File: src/rtl/hll_pkg.sv
// Shared types and constants of the sketch update block.
// Used by the front end, the back end, the top level and the checker.
package hll_pkg;

    localparam int CMD_W      = 2;
    localparam int HASH_W     = 64;
    localparam int SEL_W      = 12;
    localparam int RANK_W     = 6;
    localparam int ZERO_W     = 13;
    localparam int PREC_W     = 4;
    localparam int POS_W      = 7;
    localparam int S_TDATA_W  = 88;
    localparam int M_TDATA_W  = 32;

    localparam logic [CMD_W-1:0] CMD_ADD   = 2'd0;
    localparam logic [CMD_W-1:0] CMD_MERGE = 2'd1;
    localparam logic [CMD_W-1:0] CMD_READ  = 2'd2;

    localparam logic [RANK_W-1:0] RANK_MAX   = 6'd61;
    localparam logic [PREC_W-1:0] PREC_MIN   = 4'd4;
    localparam logic [PREC_W-1:0] PREC_RESET = 4'd12;

    typedef struct packed {
        logic              update;
        logic [RANK_W-1:0] cand;
    } hll_op_t;

    typedef struct packed {
        logic              clear_req;
        logic [PREC_W-1:0] prec;
    } hll_ctrl_t;

    typedef enum logic [1:0] {
        ST_CLEAR,
        ST_IDLE,
        ST_MODIFY
    } hll_state_t;

endpackage

File: src/rtl/hll_front.sv
// Front end: holds the precision register, accepts input beats and turns each
// into a bucket index, a candidate rank and an update flag. Uses hll_pkg.
module hll_front
    import hll_pkg::*;
#(
    parameter int IDX_W = 12
) (
    input  logic                 aclk,
    input  logic                 aresetn,
    input  logic                 cfg_valid,
    output logic                 cfg_ready,
    input  logic [PREC_W-1:0]    cfg_data,
    input  logic                 s_tvalid,
    output logic                 s_tready,
    input  logic [S_TDATA_W-1:0] s_tdata,
    input  logic [CMD_W-1:0]     s_tuser,
    input  logic                 back_busy,
    input  logic                 q_full,
    output logic                 q_push,
    output logic [IDX_W-1:0]     q_idx,
    output hll_op_t              q_op,
    output hll_ctrl_t            ctrl
);

    logic [PREC_W-1:0] prec_reg;
    logic [PREC_W-1:0] active_p;
    logic [HASH_W-1:0] hash;
    logic [SEL_W-1:0]  sel;
    logic [RANK_W-1:0] merge_rank;
    logic [HASH_W-1:0] zero_map;
    logic [POS_W-1:0]  zero_pos;
    logic [POS_W-1:0]  add_rank;
    logic [RANK_W-1:0] merge_sat;
    logic [IDX_W-1:0]  idx_mask;
    logic [IDX_W-1:0]  idx_raw;

    // Position of the lowest set bit, or 64 when the word is all zeros.
    function automatic logic [POS_W-1:0] first_one(input logic [HASH_W-1:0] v);
        logic [2:0]       byte_pos [8];
        logic [7:0]       byte_any;
        logic [POS_W-1:0] r;
        for (int b = 0; b < 8; b++) begin
            byte_any[b] = |v[8*b +: 8];
            byte_pos[b] = 3'd0;
            for (int i = 7; i >= 0; i--) begin
                if (v[8*b + i]) begin
                    byte_pos[b] = 3'(i);
                end
            end
        end
        r = POS_W'(HASH_W);
        for (int b = 7; b >= 0; b--) begin
            if (byte_any[b]) begin
                r = {1'b0, 3'(b), byte_pos[b]};
            end
        end
        return r;
    endfunction

    assign cfg_ready = 1'b1;

    always_ff @(posedge aclk) begin
        if (!aresetn) begin
            prec_reg <= PREC_RESET;
        end else if (cfg_valid && cfg_ready) begin
            prec_reg <= cfg_data;
        end
    end

    always_comb begin
        active_p = prec_reg;
        if (prec_reg < PREC_MIN) begin
            active_p = PREC_MIN;
        end else if (int'(prec_reg) > IDX_W) begin
            active_p = PREC_W'(IDX_W);
        end
    end

    assign ctrl.clear_req = cfg_valid && cfg_ready;
    assign ctrl.prec      = active_p;

    assign s_tready = !back_busy && !q_full && !cfg_valid;
    assign q_push   = s_tvalid && s_tready;

    assign hash       = s_tdata[HASH_W-1:0];
    assign sel        = s_tdata[HASH_W +: SEL_W];
    assign merge_rank = s_tdata[HASH_W + SEL_W +: RANK_W];

    // The bits below the precision are forced to one, so the first zero bit
    // of the hash at or above the precision gives the rank.
    assign zero_map  = ~(hash | ~({HASH_W{1'b1}} << active_p));
    assign zero_pos  = first_one(zero_map);
    assign add_rank  = zero_pos + 1'b1 - {3'b000, active_p};
    assign merge_sat = (merge_rank > RANK_MAX) ? RANK_MAX : merge_rank;
    assign idx_mask  = ~({IDX_W{1'b1}} << active_p);

    always_comb begin
        case (s_tuser)
            CMD_ADD: begin
                idx_raw     = hash[IDX_W-1:0];
                q_op.cand   = add_rank[RANK_W-1:0];
                q_op.update = 1'b1;
            end
            CMD_MERGE: begin
                idx_raw     = IDX_W'(sel);
                q_op.cand   = merge_sat;
                q_op.update = 1'b1;
            end
            CMD_READ: begin
                idx_raw     = IDX_W'(sel);
                q_op.cand   = '0;
                q_op.update = 1'b0;
            end
            default: begin
                idx_raw     = IDX_W'(sel);
                q_op.cand   = '0;
                q_op.update = 1'b0;
            end
        endcase
    end

    assign q_idx = idx_raw & idx_mask;

endmodule

File: config.mk
export PLATFORM = sky130hd
export DESIGN_NAME = hll_front
export DESIGN_NICKNAME = d
export VERILOG_FILES = /design/src/rtl/hll_pkg.sv /design/src/rtl/hll_front.sv
export SDC_FILE = /design/constraint.sdc
export NUM_CORES = 1
export LEC_CHECK = 0
export ABC_AREA = 1
export BUFFER_PORTS_ARGS = -buffer_cell sky130_fd_sc_hd__buf_2
export CORE_UTILIZATION = 39
export DETAILED_ROUTE_END_ITERATION = 16
export MAX_ROUTING_LAYER = met4
export PLACE_DENSITY = 0.81
export SLEW_MARGIN = 15
export SYNTH_ARGS = -nofsm -noshare
export SYNTH_HDL_FRONTEND = slang
export SYNTH_SLANG_ARGS = --single-unit
File: constraint.sdc
create_clock -name aclk -period 4 [get_ports aclk]
set_input_delay 0.4 -clock aclk [delete_from_list [all_inputs] [get_ports aclk]]
set_output_delay 0.4 -clock aclk [all_outputs]
set_load 0.05 [all_outputs]
==> summary.txt <==
Synth
  – Fraction of the mapped netlist area in adder cells: 7.954%
  – Unique masters post-synth: 38
  – Register area share after synthesis: 5.302%
  – Post-synthesis cell area: 1510 um2
  – Mapped Cells: 298
  – Number of flops mapped to enable cells by yosys: 0
  – Yosys warns: 0
  – XOR/XNOR Fraction of Synth Area: 0.5800%
  – Synth Area in Compound Gates: 25.52%
  – Syn_area_per_cell: 5.068 um2
  – Synth Area in Simple Gates: 45.65%
  – Syn_nets: 407
  – Mux cell area share after synthesis: 0%
  – Main synth FF type: dfxtp_1
  – FFs w/ async S/R, synth: 0%
  – #FFs+latches synth: 4
  – Main combinational cell family by area after synthesis: simple AND/OR/NAND/NOR gates

Critical path
  – Setup crit start kind: flop
  – Worst Path Arrival: 3400 ps
  – Crit Path Max Fanout: 8
  – Critical path class: flop to primary output
  – Worst setup EP type: primary output
  – Critical Path RT: 3600 ps

Route
  – Vias: 2219
  – Via density: 4.772
  – Starting DRT DRC Count: 69
  – Routed Antenna Nets: 0
  – 1st-pass router iterations: 4
  – WL/cell: 9.645 um
  – WL final: 4485 um
  – Drc violations: 0

Floorplan
  – Die X: 64.23 um
  – Cell Rows: 22
  – Initial Util: 40.94%
  – Die area: 4125 um2
  – Core area: 3689 um2
  – Die H: 64.23 um
  – I/O pin cnt: 127

Layout
  – Most frequent cells in the layout: buf_2, nand2_1, inv_1
  – Most common cell after layout, fill and taps aside: buf_2
  – NumNets Final: 528
  – Max reg flops: 4
  – Diode count: 0
  – Area growth from synthesis to layout: 46.81%
  – Share of cells above drive strength 1: 34.77%

Power and ir drop
  – Combinational share of power: 71.2%
  – PD cells: 210.6 nW/um2
  – Leak Pwr: 0.001365 uW
  – P_int: 222.8 uW
  – Clock power frac: 18.7%
  – Reg power frac: 10.1%
  – Switch Pwr: 244.2 uW
  – Pwr Total: 467.0 uW
  – Peak VDD IR: 0.0001838 V
  – Sw frac: 52.28%

Global routing
  – GRT Util Overall: 22.63%
  – Pin count of the biggest net entering global routing: 17
  – GRT Residual Overflow: 0
  – Vias in the first global route: 2015
  – Antenna violations before repair: 0
  – First-pass GRT wire length: 7548 um

STA
  – Final setup fails: 0
  – Final Max Tran Viols: 0
  – Setup TNS: 0 ps
  – RSZ-0062 raised after global routing: false
  – Fin. Hold Viols: 0
  – Final Critical Period: 3803 ps
  – FMAX: 263.0 MHz
  – Fin Hold WS: 397.4 ps
  – Final Skew: 0 ps
  – Period utilization: 95.07%

Clock tree
  – CTS root buf: clkbuf_8
  – Clk buf depth: 2
  – TritonCTS Buffers: 3
  – Clk Latency, worst-skew pair: 220 ps
  – H-tree levels: 1
  – CTS Hold Buffers Added: 0
  – CTS tree: done
  – Clock Sink Count: 4
  – Worst-path clk slew: 30 ps

Placed design
  – GPL Wtd Cong: 0.8703
  – DP Wirelength: 3839 um
  – # port buffers: 119

Job
  – Max-cap viol count: 0

Worst hold path
  – Worst hold path class: input port to flop

Status
  – Run status: finished, final reports clean
[worst max-delay path, stage by stage (launching register included)]
cell and delay [ps]:
dfxtp_4 360, inv_2 130, a21oi_2 50, nor2_1 200
inv_1 90, nand3_2 100, nor2_4 50, inv_2 70
a21oi_2 40, a21boi_2 150, o21bai_1 80, ha_1 280
inv_1 40, ha_1 220, fa_1 390, nand2_1 70
inv_1 50, o21ai_0 170, nor2b_2 190, nand4_1 100
nand2_1 90, o21ai_2 60, buf_4 190
[routing by layer]
layer  vias to the layer above  GRT usage [%]  part of all wire (%)  routed length, um
met5                         -              -                     0                  0
met2                        73          42.29                    49               2196
met1                       948          25.63                    44               1975
li1                       1193              -                     -                  -
met3                         5          2.857                   6.2                277
met4                         0          4.444                  0.80                 36
[synthesized netlist by cell type (2+ instances only)]
cell type  count  area share [%]
inv_2          2            0.50
o21bai_1       3             1.5
nand3_2        2             1.3
a211oi_1       2            0.99
nor2_4         2             1.5
a21oi_1       15             5.0
o21ai_0       24             8.0
o31ai_1        2            0.99
nor2_1        29             7.2
inv_1         48              12
a21boi_0       3             1.5
nand4_1        7             2.9
nand2_1      103              26
nand2_2        3             1.2
buf_4          2            0.99
clkbuf_1       2            0.50
dfxtp_1        4             5.3
a21oi_2        2             1.2
ha_1           8             6.6
nor3_1         5             1.7
nand3_1        9             3.0
a31oi_1        4             1.7
a21boi_1       2            0.99
[layout make-up]
class | instances | area (um2)
sequential | 4 | 85.08
multi-input combinational | 238 | 1226
fill | 397 | 1471
inverter | 51 | 191.4
timing repair buffer | 121 | 613.1
tap | 48 | 60.06
clock buffer | 3 | 41.29
[path summary, 6_finish.rpt]
kind | from | end | cells after the start | slack (ps)
worst min register to register | prec_reg[1] | prec_reg[1] | 2 | 570
worst min-delay path | cfg_data[3] | prec_reg[3] | 3 | 400
worst max register to register | prec_reg[0] | prec_reg[0] | 2 | 3280
worst max-delay path | prec_reg[3] | q_op[5] | 22 | 200
[cell families (layout without fill, tap and decap cells)]
logic type / after synthesis / count (layout)
compound gates: 64 / 64
xor+xnor: 1 / 1
fa+ha+maj: 9 / 9
buf+inv: 56 / 175
flops: 4 / 4
other cells: 1 / 1
simple gates: 163 / 163
[repair_timing]
| item | 4_1_cts | 5_1_grt |
|---|---|---|
| gates resized for setup | 0 | 10 |
| setup buffers | 0 | 1 |
| endpoints found under the setup margin | 0 | 1 |
[power groups by stage]
stage / registers, uW / logic (uW) / clock network (uW)
after floorplan: 46.6 / 225 / 0
after global placement: 47.4 / 320 / 0
after detailed placement: 47.6 / 326 / 0
after CTS: 47.0 / 329 / 86.5
after global routing: 47.5 / 367 / 89.8
final: 47.2 / 333 / 87.3
[metrics by stage]
step                instances  cell area (um2)  setup WS (ps)  util, %
global placement          461             2147          281.9    58.21
detailed placement        461             2147          165.3    58.21
CTS                       464             2188          44.76    59.33
finish                    465             2217          197.1    60.11
global route              465             2217          7.480    60.11
floorplan                 298             1515          256.3        -
(Power assumes the default switching activity.)
