$ cat config.mk
export PLATFORM = sky130hd
export DESIGN_NAME = hll_queue
export DESIGN_NICKNAME = d
export VERILOG_FILES = /design/src/rtl/hll_queue.sv
export SDC_FILE = /design/constraint.sdc
export NUM_CORES = 1
export LEC_CHECK = 0
export BUFFER_PORTS_ARGS = -buffer_cell sky130_fd_sc_hd__buf_2
export CAP_MARGIN = 20
export CORE_UTILIZATION = 35
export DETAILED_ROUTE_END_ITERATION = 12
export GPL_TIMING_DRIVEN = 0
export PLACE_DENSITY = 0.65
export SLEW_MARGIN = 20
export SYNTH_ARGS = -nofsm -noshare
export SYNTH_HDL_FRONTEND = slang
export SYNTH_SLANG_ARGS = --single-unit
$ cat constraint.sdc
create_clock -name aclk -period 2.2 [get_ports aclk]
set_input_delay 0 -clock aclk [delete_from_list [all_inputs] [get_ports aclk]]
set_output_delay 0 -clock aclk [all_outputs]
set_load 0.02 [all_outputs]
$ cat src/rtl/hll_queue.sv
// Small first-in first-out queue between the front and the back of the block.
// Depends on nothing but its parameters.
module hll_queue #(
    parameter int DATA_W = 8,
    parameter int DEPTH  = 4
) (
    input  logic              aclk,
    input  logic              aresetn,
    input  logic              push,
    input  logic [DATA_W-1:0] push_data,
    output logic              full,
    input  logic              pop,
    output logic [DATA_W-1:0] pop_data,
    output logic              valid
);

    localparam int PTR_W = (DEPTH > 1) ? $clog2(DEPTH) : 1;
    localparam int CNT_W = $clog2(DEPTH + 1);

    logic [DATA_W-1:0] slot_reg [DEPTH];
    logic [PTR_W-1:0]  wr_ptr_reg, wr_ptr_next;
    logic [PTR_W-1:0]  rd_ptr_reg, rd_ptr_next;
    logic [CNT_W-1:0]  count_reg, count_next;
    logic              do_push, do_pop;

    assign full     = (count_reg == CNT_W'(DEPTH));
    assign valid    = (count_reg != '0);
    assign pop_data = slot_reg[rd_ptr_reg];
    assign do_push  = push && !full;
    assign do_pop   = pop && valid;

    always_comb begin
        wr_ptr_next = wr_ptr_reg;
        rd_ptr_next = rd_ptr_reg;
        count_next  = count_reg;
        if (do_push) begin
            wr_ptr_next = (wr_ptr_reg == PTR_W'(DEPTH - 1)) ? '0 : wr_ptr_reg + 1'b1;
        end
        if (do_pop) begin
            rd_ptr_next = (rd_ptr_reg == PTR_W'(DEPTH - 1)) ? '0 : rd_ptr_reg + 1'b1;
        end
        if (do_push && !do_pop) begin
            count_next = count_reg + 1'b1;
        end else if (do_pop && !do_push) begin
            count_next = count_reg - 1'b1;
        end
    end

    always_ff @(posedge aclk) begin
        if (!aresetn) begin
            wr_ptr_reg <= '0;
            rd_ptr_reg <= '0;
            count_reg  <= '0;
        end else begin
            wr_ptr_reg <= wr_ptr_next;
            rd_ptr_reg <= rd_ptr_next;
            count_reg  <= count_next;
        end
    end

    always_ff @(posedge aclk) begin
        if (do_push) begin
            slot_reg[wr_ptr_reg] <= push_data;
        end
    end

endmodule

==> results of run 1 <==
## power by group
| part | internal, mW | switching, mW |
|---|---|---|
| Clock | 0.335 | 0.246 |
| Combinational | 0.315 | 0.357 |
| Sequential | 0.960 | 0.0690 |
| Total | 1.61 | 0.672 |
## worst max-delay path, cell delays in order (launching register included)
cell and delay (ps):
dfxtp_2 350, nor3b_2 160, nor2b_1 110, buf_4 120, ha_2 180, inv_1 60
fa_2 330, xor2_1 170, or3_2 430, a21boi_2 130
## cell usage in the layout (no fill, tap or decap), types with 5 or more instances in the layout
cell            n
edfxtp_1       32
buf_2          22
mux4_2          8
dlygate4sd3_1   8
nand2_1         6
dfxtp_1         6
and2_1          5
ha_1            5
clkbuf_8        5
## timing repair
action,in CTS,in global routing
hold endpoints to repair,32,0
gates cloned,0,0
gates resized for setup,7,3
pin swaps,1,1
buffers inserted,2,0
hold buffers,8,0
endpoints found under the setup margin,1,1
## kinds of logic after synthesis
kind of cell | share of synthesized area [%]
mux | 12.87
buf+inv | 1.762
fa+ha+maj | 5.824
compound gates | 1.839
flops | 69.88
simple gates | 6.744
xor+xnor | 1.073
## per-layer routing
metal / up-vias / global-route usage, %
met2: 21 / 22.01
met5: - / 0
met3: 2 / 4.473
li1: 424 / -
met1: 428 / 13.76
met4: 0 / 5.111
## path summary, 6_finish.rpt
kind / endpoint / slack [ps]
setup / recovery: count_reg[2] / 110
hold / removal: rd_ptr_reg[1] / 40
setup reg to reg: count_reg[2] / 110
hold reg to reg: wr_ptr_reg[1] / 510
## cells in the mapped netlist, drive strengths merged
master,n
nor2b,2
xor2,1
clkbuf,1
a21boi,1
inv,3
or3,2
nand3,2
edfxtp,32
nand2,6
nor2,2
and2,5
nor3b,1
mux4,8
mux2i,3
dfxtp,9
fa,1
o21ai,3
xnor2,1
ha,6
buf,3
o31ai,1
## cell type report
class	instances	area, um2
buffer	4	20.02
clock buffer	6	72.57
clock inverter	2	33.78
fill	385	2379
inverter	3	11.26
multi-input combinational	45	485.5
sequential	41	1147
tap	52	65.06
timing repair buffer	31	200.2
## stage by stage
step / setup TNS, ps / power (mW) / worst slack (ps)
finish: 0 / 2.282 / 109.1
CTS: 0 / 2.302 / 28.27
global placement: -26.75 / 1.632 / -26.75
global route: 0 / 2.420 / 10.01
detailed placement: -151.8 / 1.673 / -151.8
floorplan: 0 / 1.483 / 16.88
==> reports/qor.yml, run 1 <==
die:
  die_area_um2: 4942
  dieWidth_um: 70.30
  core_um2: 4414
  dieHeight_um: 70.30
  start_util_pct: 36.99
  rows: 24
  ioPinCount: 22
timing:
  fin_hold_ws_ps: 40.19
  slew-limit-headroom_pct: 64.22
  fmax_mhz: 478.3
  min_period_ps: 2091
  worst_pin_slew_ps: 536.7
  min_period_over_period_pct: 95.04
  finalHoldViolations: 0
  finClkSkew_ps: 2.483
  maxSlewViolCount: 0
  setup_viol: 0
  rsz0062_at_grt: "false"
synthesis:
  synth_fp_nets: 112
  synth.top_cell.area_share_pct: 58.85
  ys_ff_latch: 41
  syn_area_um2: 1633
  synth.largest_area_cell: "edfxtp_1"
  synth.distinct_cells: 23
  syn_inst: 93
  syn_avg_cell_area_um2: 17.56
  synth-seq-area-share_pct: 69.89
  synth_area_leaders: "edfxtp_1 59%, dfxtp_1 11%, mux4_2 11%, ha_1 4.6%, and2_1 1.9%"
  synth_warnings: 0
global_route:
  grt_overflow: 0
  grt_start_max_net_pins: 13
  grt_pass1_wl_um: 4588
  antenna_found_initial: 0
  grt_pass1_vias: 975
  grtUsageTotal_pct: 12.59
cts:
  path_clk_slew_ps: 70
  numCtsBuffers: 5
  cts_num_sinks: 41
  clk_root_buffer_cell: "clkbuf_8"
  cts_tree: "done"
  cts_buffer_depth: 2
  insertion_delay_ps: 280
  htree_levels: 2
routing:
  top_layer_used: "met4"
  wl_met2_um: 1445
  wl_per_cell_um: 15.01
  dr_wl_met3_um: 117
  vias_per_cell: 4.755
  routed_wl_um: 2762
  drtIter0Drc: 57
  antenna_left: 0
  drc: 0
  met1_length_um: 1184
  dr.pass1.iters: 4
  vias: 875
cells_and_area:
  fin_cells: 184
  diodes: 0
  postLayoutCellArea_um2: 2036
  largest_register_ffs: 32
  layout-drive-gt1-share_pct: 36.36
  syn_to_final_growth_pct: 24.67
  final_net_count: 150
  fin_util_pct: 46.12
placed_design:
  place_area_um2: 1808
  io_buffers: 21
  place_congestion: 0.6284
  place_inst: 166
  hpwl_um: 1815
hold_path:
  hp-start: "aresetn"
  min_path_type: "input port to flop"
  whs_path_depth: 3
worst_setup_path:
  critPathArrivalTime_ps: 2310
  crit_path_end_kind: "flop"
  crit_fanout: 5
  r2r_cells: 9
  path_class: "flop to flop"
  startpoint: "count_reg[2]"
  r2r_start: "count_reg[2]"
  start_kind: "flop"
  worstPathRequired_ps: 2420
power_and_ir_drop:
  p_leak_nw: 0.7432
  p_per_area_nw_per_um2: 1121
  ir_drop_v: 0.0005048
job:
  maxCapViolCount: 0
outcome:
  status: "finished clean"
Power figures use the tool's default switching activity.
==> run 2: changes to the inputs <==
--- a/config.mk
+++ b/config.mk
@@ -5,6 +5,7 @@
 export SDC_FILE = /design/constraint.sdc
 export NUM_CORES = 1
 export LEC_CHECK = 0
+export ABC_AREA = 1
 export BUFFER_PORTS_ARGS = -buffer_cell sky130_fd_sc_hd__buf_2
 export CAP_MARGIN = 20
 export CORE_UTILIZATION = 35
==> reports/qor.yml, run 2 <==
timing:
  fmax_mhz: 542.5  # +13%
  maxSlewViolCount: 0  # unchanged
  finalHoldViolations: 0  # unchanged
  slew-limit-headroom_pct: 45.95  # -18 points
  rsz0062_at_grt: "false"
  fin_tns_setup_ps: 0  # unchanged
  worst_pin_slew_ps: 807.8  # +271.1 ps
  fin_hold_ws_ps: 140.2  # +100.0 ps
  finClkSkew_ps: 3.947  # +1.464 ps
  min_period_ps: 1843  # -247.4 ps
  setup_viol: 0  # unchanged
  min_period_over_period_pct: 83.79  # -11 points
outcome:
  status: "finished clean"
power_and_ir_drop:
  ir_drop_v: 0.0006961  # +38%
  p_leak_nw: 0.8387  # +13%
  switching_share_pct: 34.59  # +5.1 points
  seqPwrFrac_pct: 42.2  # -2.9 points
  p_clk_share_pct: 24.7  # -0.7 points
  comb_power_share_pct: 33.1  # +3.6 points
  power_mw: 2.483  # +8.8%
  p_int_mw: 1.624  # +0.89%
  p_per_area_nw_per_um2: 1196  # +6.7%
  p_sw_uw: 858.7  # +28%
synthesis:
  ys.flop_type: "edfxtp_1"
  async_flop_share_pct: 0  # unchanged
  synth_fp_nets: 166  # +48%
  synth_area_leaders: "edfxtp_1 57%, dfxtp_1 11%, nor2_1 7.3%, ha_1 4.4%, o21ai_0 4.1%"
  synth_edf_count: 32  # unchanged
  synth_most_common_cell: "nor2_1"
  synth.top_cell.area_share_pct: 56.89  # -2.0 points
  synthTopCellsByCount: "33 x nor2_1, 32 x edfxtp_1, 17 x inv_1"
  synth-seq-area-share_pct: 67.56  # -2.3 points
  synth_warnings: 0  # unchanged
  synth.largest_area_cell: "edfxtp_1"
  syn_avg_cell_area_um2: 11.49  # -35%
  syn_area_um2: 1689  # +3.4%
  ys_ff_latch: 41  # unchanged
  synth.distinct_cells: 18  # -22%
  syn_inst: 147  # +58%
cts:
  htree_levels: 2  # unchanged
  cts_tree: "done"
  cts_num_sinks: 41  # unchanged
  numCtsBuffers: 5  # unchanged
  path_clk_slew_ps: 70  # about the same
  cts_buffer_depth: 2  # unchanged
  clk_root_buffer_cell: "clkbuf_8"
  cts_setup_buffers: 0  # -2
  insertion_delay_ps: 290  # about the same
die:
  die_area_um2: 5108  # +3.4%
  start_util_pct: 37.50  # +0.51 points
  core_um2: 4504  # +2.0%
  rows: 24  # unchanged
  dieHeight_um: 71.47  # +1.7%
  ioPinCount: 22  # unchanged
  dieWidth_um: 71.47  # +1.7%
worst_setup_path:
  critPathSlowestCell: "fa_1"
  path_class: "flop to flop"
  crit_fanout: 7  # +2
  crit_path_end_kind: "flop"
  worstPathRequired_ps: 2380  # -40 ps
  start_kind: "flop"
  max_stage_delay_ps: 400  # -30 ps
  crit_chain: "nor2_1 > nand2_1 > nand2_2 > inv_1 > ha_1 > inv_1 > fa_1 > o21ai_0 > nor2_1"
  critPathArrivalTime_ps: 2030  # -280 ps
routing:
  routed_wl_um: 3056  # +11%
  vias_per_cell: 4.748  # -0.16%
  drc: 0  # unchanged
  wl_per_cell_um: 12.84  # -14%
  drtIter0Drc: 54  # -5.3%
  met1_length_um: 1442  # +22%
  antenna_left: 0  # unchanged
  dr.pass1.iters: 3  # -1
  top_layer_used: "met4"
  wl_met2_um: 1461  # +1.1%
  vias: 1130  # +29%
  dr_wl_met3_um: 142  # +21%
cells_and_area:
  diodes: 0  # unchanged
  final_net_count: 204  # +36%
  fin_cells: 238  # +29%
  syn_to_final_growth_pct: 22.89
  fillers: 417  # +8.3%
  final-seq-area_um2: 1141  # -0.55%
  layout_commonest_cell: "nor2_1"
  layout_common_cells: "33 x nor2_1, 32 x edfxtp_1, 21 x buf_2, 17 x inv_1"
  fin_util_pct: 46.08  # about the same
  layout-drive-gt1-share_pct: 18.82  # -18 points
  largest_register_ffs: 32  # unchanged
  multi_input_area_um2: 457.9  # -5.7%
hold_path:
  min_path_type: "input port to flop"
placed_design:
  io_buffers: 21  # unchanged
  hpwl_um: 1963  # +8.2%
  place_inst: 220  # +33%
  place_congestion: 0.7327  # +17%
global_route:
  antenna_found_initial: 0  # unchanged
  grt_pass1_wl_um: 4940  # +7.7%
  grt_start_max_net_pins: 13  # unchanged
  grtUsageTotal_pct: 13.12  # +0.53 points
  grt_overflow: 0  # unchanged
  grt_pass1_vias: 1040  # +6.7%
job:
  maxCapViolCount: 0  # unchanged
run 2: power by group through the flow:
stage | Sequential, mW | Clock, mW | Combinational, mW
floorplan | 1.04 | 0 | 0.589
global placement | 1.06 | 0 | 0.801
detailed placement | 1.07 | 0 | 0.817
CTS | 1.05 | 0.628 | 0.836
global route | 1.06 | 0.667 | 0.925
finish | 1.05 | 0.614 | 0.822
run 2: stage by stage:
stage / worst slack, ps / cell area, um2
5_1_grt: 187.1 / 2076
3_5_place_dp: 376.5 / 1859
3_3_place_gp: 373.7 / 1859
4_1_cts: 356.5 / 2076
2_1_floorplan: 430.8 / 1689
6_report: 356.5 / 2076
run 2: kinds of logic after synthesis:
kind of cell / Yosys count / share of synthesized area [%]
simple gates: 51 / 11.93
flops: 41 / 67.56
compound gates: 28 / 9.556
buf+inv: 20 / 5.333
fa+ha+maj: 7 / 5.630
run 2: final timing paths:
path	start	endpoint	slack (ps)	cells past startpoint
worst max-delay path	count_reg[1]	count_reg[1]	360	9
worst min-delay path	pop	rd_ptr_reg[1]	140	4
worst max register to register	count_reg[1]	count_reg[1]	360	9
worst min register to register	count_reg[0]	count_reg[0]	510	2
run 2: repair_timing:
action	in CTS	in global routing
hold endpoints to repair	37	0
hold buffers	10	0
setup endpoints to repair	0	0
resized for setup	0	0
run 2: final cells by class:
cell class,count,area share (%)
inverters,18,3.255
plain buffers,2,1.085
clock inverters,1,1.447
clock buffers,7,4.159
flip-flops and latches,41,54.97
repair buffers,31,9.885
multi-input cells,86,22.06
well taps,52,3.134
run 2: critical path: cells and delay by family (launching register included):
family	cells	cell delay [ps]
simple gates	4	470
compound gates	1	170
fa+ha+maj	2	610
flops	1	340
buf+inv	2	140
run 2: layer usage:
| layer | up-vias | track usage [%] |
|---|---|---|
| met4 | 0 | 3.922 |
| li1 | 572 | - |
| met5 | - | 0 |
| met2 | 22 | 20.95 |
| met3 | 2 | 5.204 |
| met1 | 534 | 16.57 |
==> run 3: changes to the inputs <==
==> constraint.sdc (replaced) <==
create_clock -name aclk -period 1.5 [get_ports aclk]
set_input_delay 0 -clock aclk [delete_from_list [all_inputs] [get_ports aclk]]
set_output_delay 0 -clock aclk [all_outputs]
set_load 0.02 [all_outputs]
==> reports/qor.yml, run 3 (same netlist as run 2, synthesis figures left out) <==
power_and_ir_drop:
  comb_power_share_pct: 37.8  # +4.7 points
  p_int_mw: 2.497  # +54%
  p_clk_share_pct: 22.1  # -2.6 points
  p_leak_nw: 0.8672  # +3.4%
  p_per_area_nw_per_um2: 1798  # +50%
  ir_drop_v: 0.001376  # +98%
  p_sw_mw: 1.409  # +64%
  seqPwrFrac_pct: 40.1  # -2.1 points
  switching_share_pct: 36.08  # +1.5 points
outcome:
  violations: "setup timing"
  status: "finished, violations left"
die:
  dieHeight_um: 71.47  # unchanged
  core_um2: 4504  # unchanged
  dieWidth_um: 71.47  # unchanged
  start_util_pct: 37.50  # unchanged
  ioPinCount: 22  # unchanged
  die_area_um2: 5108  # unchanged
  rows: 24  # unchanged
cts:
  clk_root_buffer_cell: "clkbuf_8"
  cts_tree: "done"
  cts_num_sinks: 41  # unchanged
  htree_levels: 2  # unchanged
  insertion_delay_ps: 290  # about the same
  numCtsBuffers: 5  # unchanged
  path_clk_slew_ps: 70  # about the same
  cts_buffer_depth: 2  # unchanged
worst_setup_path:
  start_kind: "flop"
  r2r_start: "count_reg[0]"
  startpoint: "count_reg[0]"
  worstPathRequired_ps: 1680  # -700 ps
  crit_fanout: 5  # -2
  crit_path_end_kind: "flop"
  critPathArrivalTime_ps: 1840  # -190 ps
  path_class: "flop to flop"
cells_and_area:
  layout_common_cells: "32 x edfxtp_1, 29 x nor2_1, 21 x buf_2, 13 x inv_1, 13 x o21ai_0"
  fin_util_pct: 48.22  # +2.1 points
  layout_commonest_cell: "edfxtp_1"
  final_net_count: 208  # +2.0%
  fin_cells: 242  # +1.7%
  syn_to_final_growth_pct: 28.59
  largest_register_ffs: 32  # unchanged
  layout-drive-gt1-share_pct: 30.00  # +11 points
  diodes: 0  # unchanged
  fillers: 422  # +1.2%
timing:
  min_period_ps: 1665  # -178.9 ps
  slew-limit-headroom_pct: 48.50  # +2.6 points
  setup_viol: 10  # +10
  maxSlewViolCount: 0  # unchanged
  fmax_mhz: 600.8  # +11%
  worst_pin_slew_ps: 769.6  # -38.20 ps
  finClkSkew_ps: 11.34  # +7.395 ps
  rsz0062_at_grt: "true"
  fin_ws_ps: -164.5  # -521.1 ps
  finalHoldViolations: 0  # unchanged
  min_period_over_period_pct: 111.0  # +27 points
global_route:
  grt_pass1_vias: 1051  # +1.1%
  antenna_found_initial: 0  # unchanged
  grt_start_max_net_pins: 14  # +1
  grtUsageTotal_pct: 13.32  # +0.19 points
  grt_pass1_wl_um: 4919  # -0.43%
  grt_overflow: 0  # unchanged
routing:
  vias: 1123  # -0.62%
  antenna_left: 0  # unchanged
  vias_per_cell: 4.640  # -2.3%
  dr.pass1.iters: 4  # +1
  drc: 0  # unchanged
  routed_wl_um: 3258  # +6.6%
  drtIter0Drc: 83  # +54%
  wl_per_cell_um: 13.46  # +4.8%
hold_path:
  hp-start: "push"
  min_path_type: "input port to flop"
job:
  maxCapViolCount: 0  # unchanged
placed_design:
  io_buffers: 21  # unchanged
  place_congestion: 0.7099  # -3.1%
  hpwl_um: 2012  # +2.5%
  place_inst: 220  # unchanged
[run 3: cell types whose count changed in the layout (fill, tap and decap cells not counted), moves of 2 or more]
cell and change:
buf_4 +5, nor2_4 +3, nor2_1 -4, inv_1 -4, dfxtp_4 +2, dfxtp_1 -3, nand2_1 -3, inv_2 +4
nand2_4 +3
[run 3: critical path: stages (launching register included)]
cell and delay [ps]:
dfxtp_4 360, nor2_4 140, nand2_4 80, nand2_4 100, inv_2 50, ha_4 150
inv_2 60, fa_2 430, o21ai_2 130, nor2_1 50
[run 3: worst paths after layout]
| path | cells after the start | to | slack [ps] |
|---|---|---|---|
| worst min register to register | 2 | count_reg[0] | 520 |
| worst max register to register | 9 | count_reg[1] | -160 |
| worst max-delay path | 9 | count_reg[1] | -160 |
| worst min-delay path | 3 | wr_ptr_reg[1] | 20 |
[run 3: repair_timing]
| action | CTS | global route |
|---|---|---|
| resized for setup | 2 | 10 |
| pin swaps | 3 | 4 |
| hold buffers | 9 | 0 |
| buffers inserted | 0 | 5 |
| endpoints found under the setup margin | 35 | 42 |
| endpoints found under the hold margin | 33 | 0 |
[run 3: area by class of cell]
type	instances	area (um2)	share of cell area [%]
Buffer	2	22.52	1.037
Clock buffer	5	68.82	3.168
Clock inverter	3	41.29	1.901
Inverter	18	67.56	3.111
Multi-Input combinational cell	86	524.3	24.14
Sequential cell	41	1150	52.94
Tap cell	52	65.06	2.995
Timing Repair Buffer	35	232.7	10.71
[run 3: routing by layer]
metal	wire length (um)	share of wire [%]	GRT usage, %
met1	1470	45	16.07
met2	1615	50	22.54
met3	129	4.0	3.938
met4	41	1.3	5.229
met5	0	0	0
[run 3: metrics by stage]
| step | hold slack (ps) | power (mW) | instance area, um2 | setup slack [ps] | setup TNS, ps |
|---|---|---|---|---|---|
| detailed placement | 219.1 | 2.896 | 1902 | -172.8 | -4859 |
| finish | 21.71 | 3.906 | 2172 | -164.5 | -778.3 |
| floorplan | 98.87 | 2.505 | 1732 | -73.26 | -137.5 |
| global placement | 218.8 | 2.860 | 1902 | -133.9 | -3710 |
| CTS | 15.07 | 3.790 | 2107 | -153.8 | -4243 |
| global route | 38.20 | 4.158 | 2172 | -231.0 | -1890 |
[run 3: power groups by stage]
stage,sequential (mW),clock (mW),combinational [mW]
CTS,1.57,0.876,1.34
floorplan,1.55,0,0.955
global placement,1.58,0,1.28
detailed placement,1.59,0,1.31
finish,1.57,0.863,1.48
global route,1.59,0.947,1.62
